File: src/rtl/core/oat_pkg.sv
package oat_pkg;

   localparam int DEPTH = 16;
   localparam int POS_W = 4;
   localparam int CNT_W = 5;
   localparam int VAL_W = 32;
   localparam int OP_W  = 2;
   localparam int ST_W  = 2;

   typedef enum logic [OP_W-1:0] {
      OP_APPEND = 2'd0,
      OP_INSERT = 2'd1,
      OP_DELETE = 2'd2,
      OP_SEARCH = 2'd3
   } op_type;

   typedef enum logic [ST_W-1:0] {
      ST_OK    = 2'd0,
      ST_FULL  = 2'd1,
      ST_RANGE = 2'd2,
      ST_MISS  = 2'd3
   } status_type;

   // Command broadcast to every cell of the chain.
   typedef struct packed {
      logic             do_append;
      logic             do_insert;
      logic             do_delete;
      logic             do_search;
      logic [POS_W-1:0] position;
      logic [CNT_W-1:0] count;
   } cell_cmd_type;

endpackage

File: src/rtl/core/oat_if.sv
interface oat_req_if;
   import oat_pkg::*;
   logic                    valid;
   logic                    ready;
   logic [OP_W-1:0]         opcode;
   logic [POS_W-1:0]        position;
   logic signed [VAL_W-1:0] value;
   modport source (output valid, output opcode, output position, output value, input ready);
   modport sink (input valid, input opcode, input position, input value, output ready);
endinterface

interface oat_rsp_if;
   import oat_pkg::*;
   logic             valid;
   logic             ready;
   logic [ST_W-1:0]  status;
   logic [POS_W-1:0] found_index;
   logic [CNT_W-1:0] count;
   modport source (output valid, output status, output found_index, output count, input ready);
   modport sink (input valid, input status, input found_index, input count, output ready);
endinterface

interface oat_csr_if;
   import oat_pkg::*;
   logic             valid;
   logic             ready;
   logic [CNT_W-1:0] data;
   modport source (output valid, output data, input ready);
   modport sink (input valid, input data, output ready);
endinterface

File: src/rtl/core/oat_cell.sv
module oat_cell #(
   parameter int WIDTH = 32,
   parameter int INDEX = 0
) (
   input  logic                 clock,
   input  oat_pkg::cell_cmd_type cmd,
   input  logic [WIDTH-1:0]     key,
   input  logic [WIDTH-1:0]     left_data,
   input  logic [WIDTH-1:0]     right_data,
   output logic [WIDTH-1:0]     data_out,
   output logic                 match_out
);
   import oat_pkg::*;

   logic [WIDTH-1:0] entry_ff;
   logic [WIDTH-1:0] entry_in;
   logic             match_ff;
   logic             match_in;
   logic             at_pos;
   logic             above_pos;
   logic             at_end;
   logic             in_use;

   assign at_pos    = (INDEX == int'(cmd.position));
   assign above_pos = (INDEX > int'(cmd.position));
   assign at_end    = (INDEX == int'(cmd.count));
   assign in_use    = (INDEX < int'(cmd.count));

   always_comb begin
      priority if ((cmd.do_append && at_end) || (cmd.do_insert && at_pos)) begin
         entry_in = key;
      end else if (cmd.do_insert && above_pos) begin
         entry_in = left_data;
      end else if (cmd.do_delete && (at_pos || above_pos)) begin
         entry_in = right_data;
      end else begin
         entry_in = entry_ff;
      end
   end

   assign match_in = cmd.do_search ? (in_use && (entry_ff == key)) : match_ff;

   always_ff @(posedge clock) begin
      entry_ff <= entry_in;
      match_ff <= match_in;
   end

   assign data_out  = entry_ff;
   assign match_out = match_ff;

endmodule

File: src/rtl/core/ordered_array_table.sv
// Ordered array table: a packed array of up to 16 signed entries with a count, held in a
// row of cells. Append, insert, delete and search each give one result. The block takes one
// item per clock cycle sustained while the receiver keeps ready high. A result passes through a
// pending register and then the output register: at the accepting edge every cell updates and
// compares at once; once the output register can take it, the lowest matching cell is picked.
// Reset clears the count and sets the capacity to 16; entries hold no defined value until
// written. A capacity above 16 acts as 16, and a capacity of zero keeps the table full.
module ordered_array_table #(
   parameter int WIDTH = 32
) (
   input  logic     clock,
   input  logic     reset,
   oat_req_if.sink  req_bus,
   oat_rsp_if.source rsp_bus,
   oat_csr_if.sink  csr_bus
);
   import oat_pkg::*;

   localparam int CAP_MAX = (DEPTH < 31) ? DEPTH : 31;

   logic [CNT_W-1:0] capacity_ff;
   logic [CNT_W-1:0] capacity_in;
   logic [CNT_W-1:0] count_ff;
   logic [CNT_W-1:0] count_in;
   logic [CNT_W-1:0] eff_cap;
   logic             full;
   logic             accept;
   logic             move;
   op_type           op;
   status_type       op_status;
   logic [CNT_W-1:0] op_count;
   logic             op_write;
   logic             pend_valid_ff;
   logic             pend_valid_in;
   logic             pend_search_ff;
   status_type       pend_status_ff;
   logic [CNT_W-1:0] pend_count_ff;
   logic             rsp_valid_ff;
   logic             rsp_valid_in;
   status_type       rsp_status_ff;
   status_type       rsp_status_in;
   logic [POS_W-1:0] rsp_index_ff;
   logic [POS_W-1:0] rsp_index_in;
   logic [CNT_W-1:0] rsp_count_ff;
   logic             hit;
   logic [POS_W-1:0] hit_index;
   logic signed [63:0] value_ext;
   logic [WIDTH-1:0] key;
   cell_cmd_type     cmd;
   logic [WIDTH-1:0] cell_data [DEPTH];
   logic [DEPTH-1:0] match;

   assign eff_cap = (int'(capacity_ff) > CAP_MAX) ? CNT_W'(CAP_MAX) : capacity_ff;
   assign full    = (count_ff >= eff_cap);
   assign op      = op_type'(req_bus.opcode);
   assign move    = pend_valid_ff && (!rsp_valid_ff || rsp_bus.ready);
   assign req_bus.ready = !pend_valid_ff || move;
   assign accept  = req_bus.valid && req_bus.ready;
   assign csr_bus.ready = 1'b1;

   assign value_ext = 64'(req_bus.value);
   assign key       = value_ext[WIDTH-1:0];

   always_comb begin
      op_status = ST_OK;
      op_count  = count_ff;
      op_write  = 1'b0;
      unique case (op)
         OP_APPEND: begin
            if (full) begin
               op_status = ST_FULL;
            end else begin
               op_write = 1'b1;
               op_count = count_ff + 1'b1;
            end
         end
         OP_INSERT: begin
            if ({1'b0, req_bus.position} > count_ff) begin
               op_status = ST_RANGE;
            end else if (full) begin
               op_status = ST_FULL;
            end else begin
               op_write = 1'b1;
               op_count = count_ff + 1'b1;
            end
         end
         OP_DELETE: begin
            if ({1'b0, req_bus.position} >= count_ff) begin
               op_status = ST_RANGE;
            end else begin
               op_write = 1'b1;
               op_count = count_ff - 1'b1;
            end
         end
         OP_SEARCH: begin
            op_status = ST_MISS;
         end
      endcase
   end

   always_comb begin
      cmd.do_append = accept && op_write && (op == OP_APPEND);
      cmd.do_insert = accept && op_write && (op == OP_INSERT);
      cmd.do_delete = accept && op_write && (op == OP_DELETE);
      cmd.do_search = accept && (op == OP_SEARCH);
      cmd.position  = req_bus.position;
      cmd.count     = count_ff;
   end

   for (genvar i = 0; i < DEPTH; i++) begin : g_cell
      oat_cell #(
         .WIDTH (WIDTH),
         .INDEX (i)
      ) u_cell (
         .clock      (clock),
         .cmd        (cmd),
         .key        (key),
         .left_data  (cell_data[(i == 0) ? i : i - 1]),
         .right_data (cell_data[(i == DEPTH - 1) ? i : i + 1]),
         .data_out   (cell_data[i]),
         .match_out  (match[i])
      );
   end

   always_comb begin
      hit       = 1'b0;
      hit_index = '0;
      for (int i = DEPTH - 1; i >= 0; i--) begin
         if (match[i]) begin
            hit       = 1'b1;
            hit_index = POS_W'(i);
         end
      end
   end

   always_comb begin
      rsp_status_in = pend_status_ff;
      rsp_index_in  = '0;
      if (pend_search_ff && hit) begin
         rsp_status_in = ST_OK;
         rsp_index_in  = hit_index;
      end
   end

   assign count_in      = accept ? op_count : count_ff;
   assign capacity_in   = csr_bus.valid ? csr_bus.data : capacity_ff;
   assign pend_valid_in = accept ? 1'b1 : (move ? 1'b0 : pend_valid_ff);
   assign rsp_valid_in  = move ? 1'b1 : (rsp_bus.ready ? 1'b0 : rsp_valid_ff);

   always_ff @(posedge clock) begin
      if (reset) begin
         capacity_ff   <= CNT_W'(16);
         count_ff      <= '0;
         pend_valid_ff <= 1'b0;
         rsp_valid_ff  <= 1'b0;
      end else begin
         capacity_ff   <= capacity_in;
         count_ff      <= count_in;
         pend_valid_ff <= pend_valid_in;
         rsp_valid_ff  <= rsp_valid_in;
      end
   end

   always_ff @(posedge clock) begin
      if (accept) begin
         pend_search_ff <= (op == OP_SEARCH);
         pend_status_ff <= op_status;
         pend_count_ff  <= op_count;
      end
      if (move) begin
         rsp_status_ff <= rsp_status_in;
         rsp_index_ff  <= rsp_index_in;
         rsp_count_ff  <= pend_count_ff;
      end
   end

   assign rsp_bus.valid       = rsp_valid_ff;
   assign rsp_bus.status      = rsp_status_ff;
   assign rsp_bus.found_index = rsp_index_ff;
   assign rsp_bus.count       = rsp_count_ff;

   a_count_bound: assert property (@(posedge clock) disable iff (reset)
      int'(count_ff) <= CAP_MAX)
      else $error("entry count exceeds table depth");

   a_count_hold: assert property (@(posedge clock) disable iff (reset)
      !reset && !accept |=> $stable(count_ff))
      else $error("entry count changed without an accepted item");

   a_append_grows: assert property (@(posedge clock) disable iff (reset)
      !reset && accept && (op == OP_APPEND) && !full |=> count_ff == $past(count_ff) + 1'b1)
      else $error("append did not grow the table by one");

   a_pend_after_accept: assert property (@(posedge clock) disable iff (reset)
      !reset && accept |=> pend_valid_ff)
      else $error("accepted item was not held for its result");

   a_index_zero: assert property (@(posedge clock) disable iff (reset)
      rsp_valid_ff && (rsp_status_ff != ST_OK) |-> rsp_index_ff == '0)
      else $error("failed operation reports a nonzero index");

endmodule
File: src/flat_wrapper.sv
// flat-port wrapper written by rule: the top's interface ports become plain ports
module ordered_array_table_flat import oat_pkg::*;
#(
   parameter int WIDTH = 32
)
  (clock, reset, req_bus_valid, req_bus_opcode, req_bus_position, req_bus_value, req_bus_ready, rsp_bus_valid, rsp_bus_status, rsp_bus_found_index, rsp_bus_count, rsp_bus_ready, csr_bus_valid, csr_bus_data, csr_bus_ready);
  oat_req_if req_bus_i ();
  oat_rsp_if rsp_bus_i ();
  oat_csr_if csr_bus_i ();
  input  logic clock;
  input  logic reset;
  input wire logic [$bits(req_bus_i.valid)-1:0] req_bus_valid;
  input wire logic [$bits(req_bus_i.opcode)-1:0] req_bus_opcode;
  input wire logic [$bits(req_bus_i.position)-1:0] req_bus_position;
  input wire logic [$bits(req_bus_i.value)-1:0] req_bus_value;
  output wire logic [$bits(req_bus_i.ready)-1:0] req_bus_ready;
  output wire logic [$bits(rsp_bus_i.valid)-1:0] rsp_bus_valid;
  output wire logic [$bits(rsp_bus_i.status)-1:0] rsp_bus_status;
  output wire logic [$bits(rsp_bus_i.found_index)-1:0] rsp_bus_found_index;
  output wire logic [$bits(rsp_bus_i.count)-1:0] rsp_bus_count;
  input wire logic [$bits(rsp_bus_i.ready)-1:0] rsp_bus_ready;
  input wire logic [$bits(csr_bus_i.valid)-1:0] csr_bus_valid;
  input wire logic [$bits(csr_bus_i.data)-1:0] csr_bus_data;
  output wire logic [$bits(csr_bus_i.ready)-1:0] csr_bus_ready;
  assign req_bus_i.valid = req_bus_valid;
  assign req_bus_i.opcode = req_bus_opcode;
  assign req_bus_i.position = req_bus_position;
  assign req_bus_i.value = req_bus_value;
  assign req_bus_ready = req_bus_i.ready;
  assign rsp_bus_valid = rsp_bus_i.valid;
  assign rsp_bus_status = rsp_bus_i.status;
  assign rsp_bus_found_index = rsp_bus_i.found_index;
  assign rsp_bus_count = rsp_bus_i.count;
  assign rsp_bus_i.ready = rsp_bus_ready;
  assign csr_bus_i.valid = csr_bus_valid;
  assign csr_bus_i.data = csr_bus_data;
  assign csr_bus_ready = csr_bus_i.ready;
  ordered_array_table #(.WIDTH(WIDTH)) u_core (.clock(clock), .reset(reset), .req_bus(req_bus_i), .rsp_bus(rsp_bus_i), .csr_bus(csr_bus_i));
endmodule
File: config.mk
export PLATFORM = sky130hd
export DESIGN_NAME = ordered_array_table_flat
export DESIGN_NICKNAME = d
export VERILOG_FILES = /design/src/rtl/core/oat_pkg.sv /design/src/rtl/core/oat_if.sv /design/src/rtl/core/oat_cell.sv /design/src/rtl/core/ordered_array_table.sv /design/src/flat_wrapper.sv
export SDC_FILE = /design/constraint.sdc
export NUM_CORES = 2
export LEC_CHECK = 0
export BUFFER_PORTS_ARGS = -buffer_cell sky130_fd_sc_hd__buf_2
export CAP_MARGIN = 15
export CORE_UTILIZATION = 40
export CTS_CLUSTER_DIAMETER = 40
export CTS_CLUSTER_SIZE = 25
export DETAILED_ROUTE_END_ITERATION = 8
export GPL_TIMING_DRIVEN = 0
export PLACE_DENSITY = 0.55
export SYNTH_ARGS = -nofsm -noshare
export SYNTH_HDL_FRONTEND = slang
export SYNTH_HIERARCHICAL = 1
export SYNTH_SLANG_ARGS = --single-unit
File: constraint.sdc
create_clock -name clock -period 11.3 [get_ports clock]
set_input_delay 1.13 -clock clock [delete_from_list [all_inputs] [get_ports clock]]
set_output_delay 1.13 -clock clock [all_outputs]
set_load 0.005 [all_outputs]
==> flow_metrics.py <==
metrics = {
    "synth": {
        "yosys-top-cells-area": "edfxtp_1 45%, xor2_1 8.4%, mux2i_1 8.0%, mux2_4 6.2%, mux2_2 5.0%",
        "async_flop_share_pct": 0,
        "synthFlopType": "edfxtp_1",
        "synth_area_sq_um": 36600,
        "synth.distinct_cells": 101,
        "yosysTopAreaCell": "edfxtp_1",
        "seq_area_frac_synth_pct": 45.6,
        "synth-seq-cells": 559,
        "syn-instance-count": 3018,
        "yosysWarnings": 6,
        "netlist.area_leader.share_pct": 44.9,
        "syn-num-nets": 3077,
        "syn_area_per_cell_sq_um": 12.1,
        "synth_edf_count": 547,
    },
    "detailed_routing": {
        "routed_wirelength_mm": 142,
        "vias": 27500,
        "drt_iter0_drc": 3444,
        "drc": 0,
        "first_pass_iters": 6,
        "post_drt_wl_per_cell_um": 31.6,
        "routed_via_density": 6.10,
        "antenna_left": 0,
    },
    "setup_path": {
        "crit_chain": "buf_2 > ha_1 > nor2b_4 > o311a_4 > o211a_4 > or3_1 > buf_2 > nor4_2 > buf_6 > buf_6 > buf_4 > buf_4 > buf_4 > and4bb_2 > a22oi_2 > buf_6 > buf_6 > nand3_2",
        "crit_path_frequent_cell": "buf_6",
        "r2r-start": "u_core/count_ff[1]$_SDFFE_PP0P_",
        "endpoint": "u_core/g_cell[5].u_cell/data_out[12]$_DFFE_PP_",
        "critical_path.max_fanout": 32,
        "critPathSlowestCell": "buf_2",
        "critPathKind": "primary input to flop",
        "cp_slowest_stage_delay_ns": 0.83,
        "critPathLaunchType": "primary input",
        "reg2regPathDepth": 18,
        "worstReg2RegEnd": "u_core/g_cell[5].u_cell/data_out[12]$_DFFE_PP_",
        "critPathCaptureType": "flop",
        "critical_path_arrival_ns": 6.61,
        "regToRegSetupSlack_ns": 5.05,
        "worstPathRequired_ns": 11.58,
        "crit_start": "req_bus_position[1]",
    },
    "timing": {
        "setup_viol": 0,
        "setup_ws_ns": 4.97,
        "final-hold-violation-count": 0,
        "fin_setup_tns_ns": 0,
        "tightest_slew_ns": 1.29,
        "slew_violations": 0,
        "fin_crit_ns": 6.33,
        "slew_headroom_pct": 14.0,
        "finalCritPeriodShare_pct": 56.0,
        "clock-skew-final_ns": 0.0245,
        "grt_setup_unrepaired": "false",
        "timing.fmax_ghz": 0.158,
    },
    "global_routing": {
        "grt_pass1_vias": 27100,
        "grt_pass1_wl_mm": 202,
        "grt_max_degree": 37,
        "grt_overflow": 0,
        "grt_use_total_pct": 30.0,
        "antenna_found_initial": 2,
    },
    "run": {
        "cap_violations": 0,
    },
    "clock_network": {
        "cts_resized": 0,
        "cts_tree": "done",
        "cts_hold_buf": 0,
        "clockBufferDepth": 3,
        "cts_root_buf": "clkbuf_16",
        "cts_made_buffers": 109,
        "clk_latency_ns": 0.69,
        "cts_sinks": 559,
        "postCtsSetupRepairBufs": 0,
        "clk_pin_slew_ns": 0.06,
        "htreeDepth": 3,
    },
    "min_path": {
        "hold_class": "flop to flop",
        "hold_start": "u_core/pend_count_ff[1]$_DFFE_PP_",
    },
    "layout": {
        "drive_gt1_share_pct": 27.6,
        "final_cell_mix": "547 x edfxtp_1, 349 x xor2_1, 293 x mux2i_1",
        "nets": 3289,
        "finalInstanceArea_sq_um": 42900,
        "final_cells": 4502,
        "area_growth_syn_to_layout_pct": 17.3,
        "final_common_cell": "edfxtp_1",
        "fillers": 8127,
    },
    "floorplanning": {
        "io_pins": 62,
        "num_rows": 110,
        "fp.dieH_um": 304,
        "dieWidth_um": 304,
        "core_region_area_sq_um": 90300,
        "dieArea_sq_um": 92600,
        "initial_core_util_pct": 40.5,
    },
    "placement": {
        "dpl_worst_slack_ns": 4.35,
        "portBuffers": 59,
        "placedInstanceArea_sq_um": 39000,
        "routabilityCongestion": 0.967,
        "dp.cells": 4289,
        "hpwlAfterDp_mm": 99.1,
    },
    "pwr": {
        "powerDensity_nw_per_um2": 149,
        "leakagePower_uw": 0.0165,
        "peakVddDrop_mv": 0.117,
        "power_uw": 6410,
    },
    "outcome": {
        "outcome": "completed",
    },
}
[final cells by class]
class                           count  area (sq um)  area share, %
Clock buffer                      124          2830           6.59
Timing Repair Buffer              101          1010           2.35
Sequential cell                   559         16700           38.9
Antenna cell                        2          5.00         0.0117
Tap cell                         1176          1470           3.43
Clock inverter                     81           890           2.08
Inverter                           22          82.6          0.193
Multi-Input combinational cell   2291         18600           43.4
Buffer                            146          1290           3.01
[registers in the layout, summed over array words and instances, names as in the netlist, 4 cells and up]
name / flops
u_core/g_cell.u_cell/data_out: 512
u_core/g_cell.u_cell/match_out: 16
u_core/capacity_ff: 5
u_core/count_ff: 5
u_core/pend_count_ff: 5
u_core/rsp_bus.count: 5
u_core/rsp_bus.found_index: 4
[cell families after synthesis]
family,Yosys count,synth area share (%)
and+or+nand+nor,676,9.59
muxes,615,19.5
DFF,559,45.6
xor gates and xnor gates,514,12.3
AOI/OAI and AO/OA,474,8.86
buffers and inverters,168,3.75
adders and majority gates,11,0.377
other,1,0.0103
[stage by stage]
step	util, %	hold WS [ns]
final	47.5	0.420
after global routing	47.5	0.429
after CTS	47.3	0.419
after detailed placement	43.2	0.405
after global placement	42.4	0.416
after floorplan	-	0.400
[routing by layer]
layer | share of wire [%] | global-route usage, % | routed length (um)
met4 | 3.8 | 11.8 | 5370
met1 | 40 | 39.8 | 57600
met3 | 9.0 | 6.27 | 12800
met2 | 47 | 47.9 | 66400
met5 | 0.0091 | 0 | 13
[cell usage after synthesis (all sizes together), types with 4 or more instances]
library cell / count
nor2b: 11
nand3: 29
mux2i: 293
nand2: 238
mux2: 322
nor3: 22
clkbuf: 21
nand4: 59
dfxtp: 12
xnor2: 165
o31ai: 4
inv: 21
ha: 11
nor4: 102
o21ai: 211
edfxtp: 547
buf: 125
and2: 5
a21oi: 146
nor4b: 6
nand3b: 4
nor2: 163
o22ai: 39
xor2: 349
or4: 4
a22o: 33
and4bb: 4
a31oi: 4
nand2b: 9
a22oi: 4
[how the worst min path moves through the flow]
stage | end | slack (ns) | cells after the start
finish | u_core/rsp_bus.count[1]$_DFFE_PP_ | 0.42 | 0
global route | u_core/rsp_bus.count[1]$_DFFE_PP_ | 0.43 | 0
CTS | u_core/rsp_bus.count[1]$_DFFE_PP_ | 0.42 | 0
detailed placement | u_core/rsp_bus.count[1]$_DFFE_PP_ | 0.41 | 0
global placement | u_core/rsp_bus.count[1]$_DFFE_PP_ | 0.42 | 0
floorplan | u_core/rsp_bus.count[0]$_DFFE_PP_ | 0.40 | 0
[worst max-delay path: cells and delay by family]
family | cells | cell delay, ns
buf+inv | 9 | 2.31
compound gates | 3 | 0.65
fa+ha+maj | 1 | 0.40
simple gates | 5 | 2.03
[where the power goes]
part,switching (uW),leakage [uW],internal [uW],total [uW]
combinational,388,0.00967,245,632
sequential,110,0.00508,2360,2470
clock,1190,0.00178,2110,3300
Power figures use the tool's default switching activity.
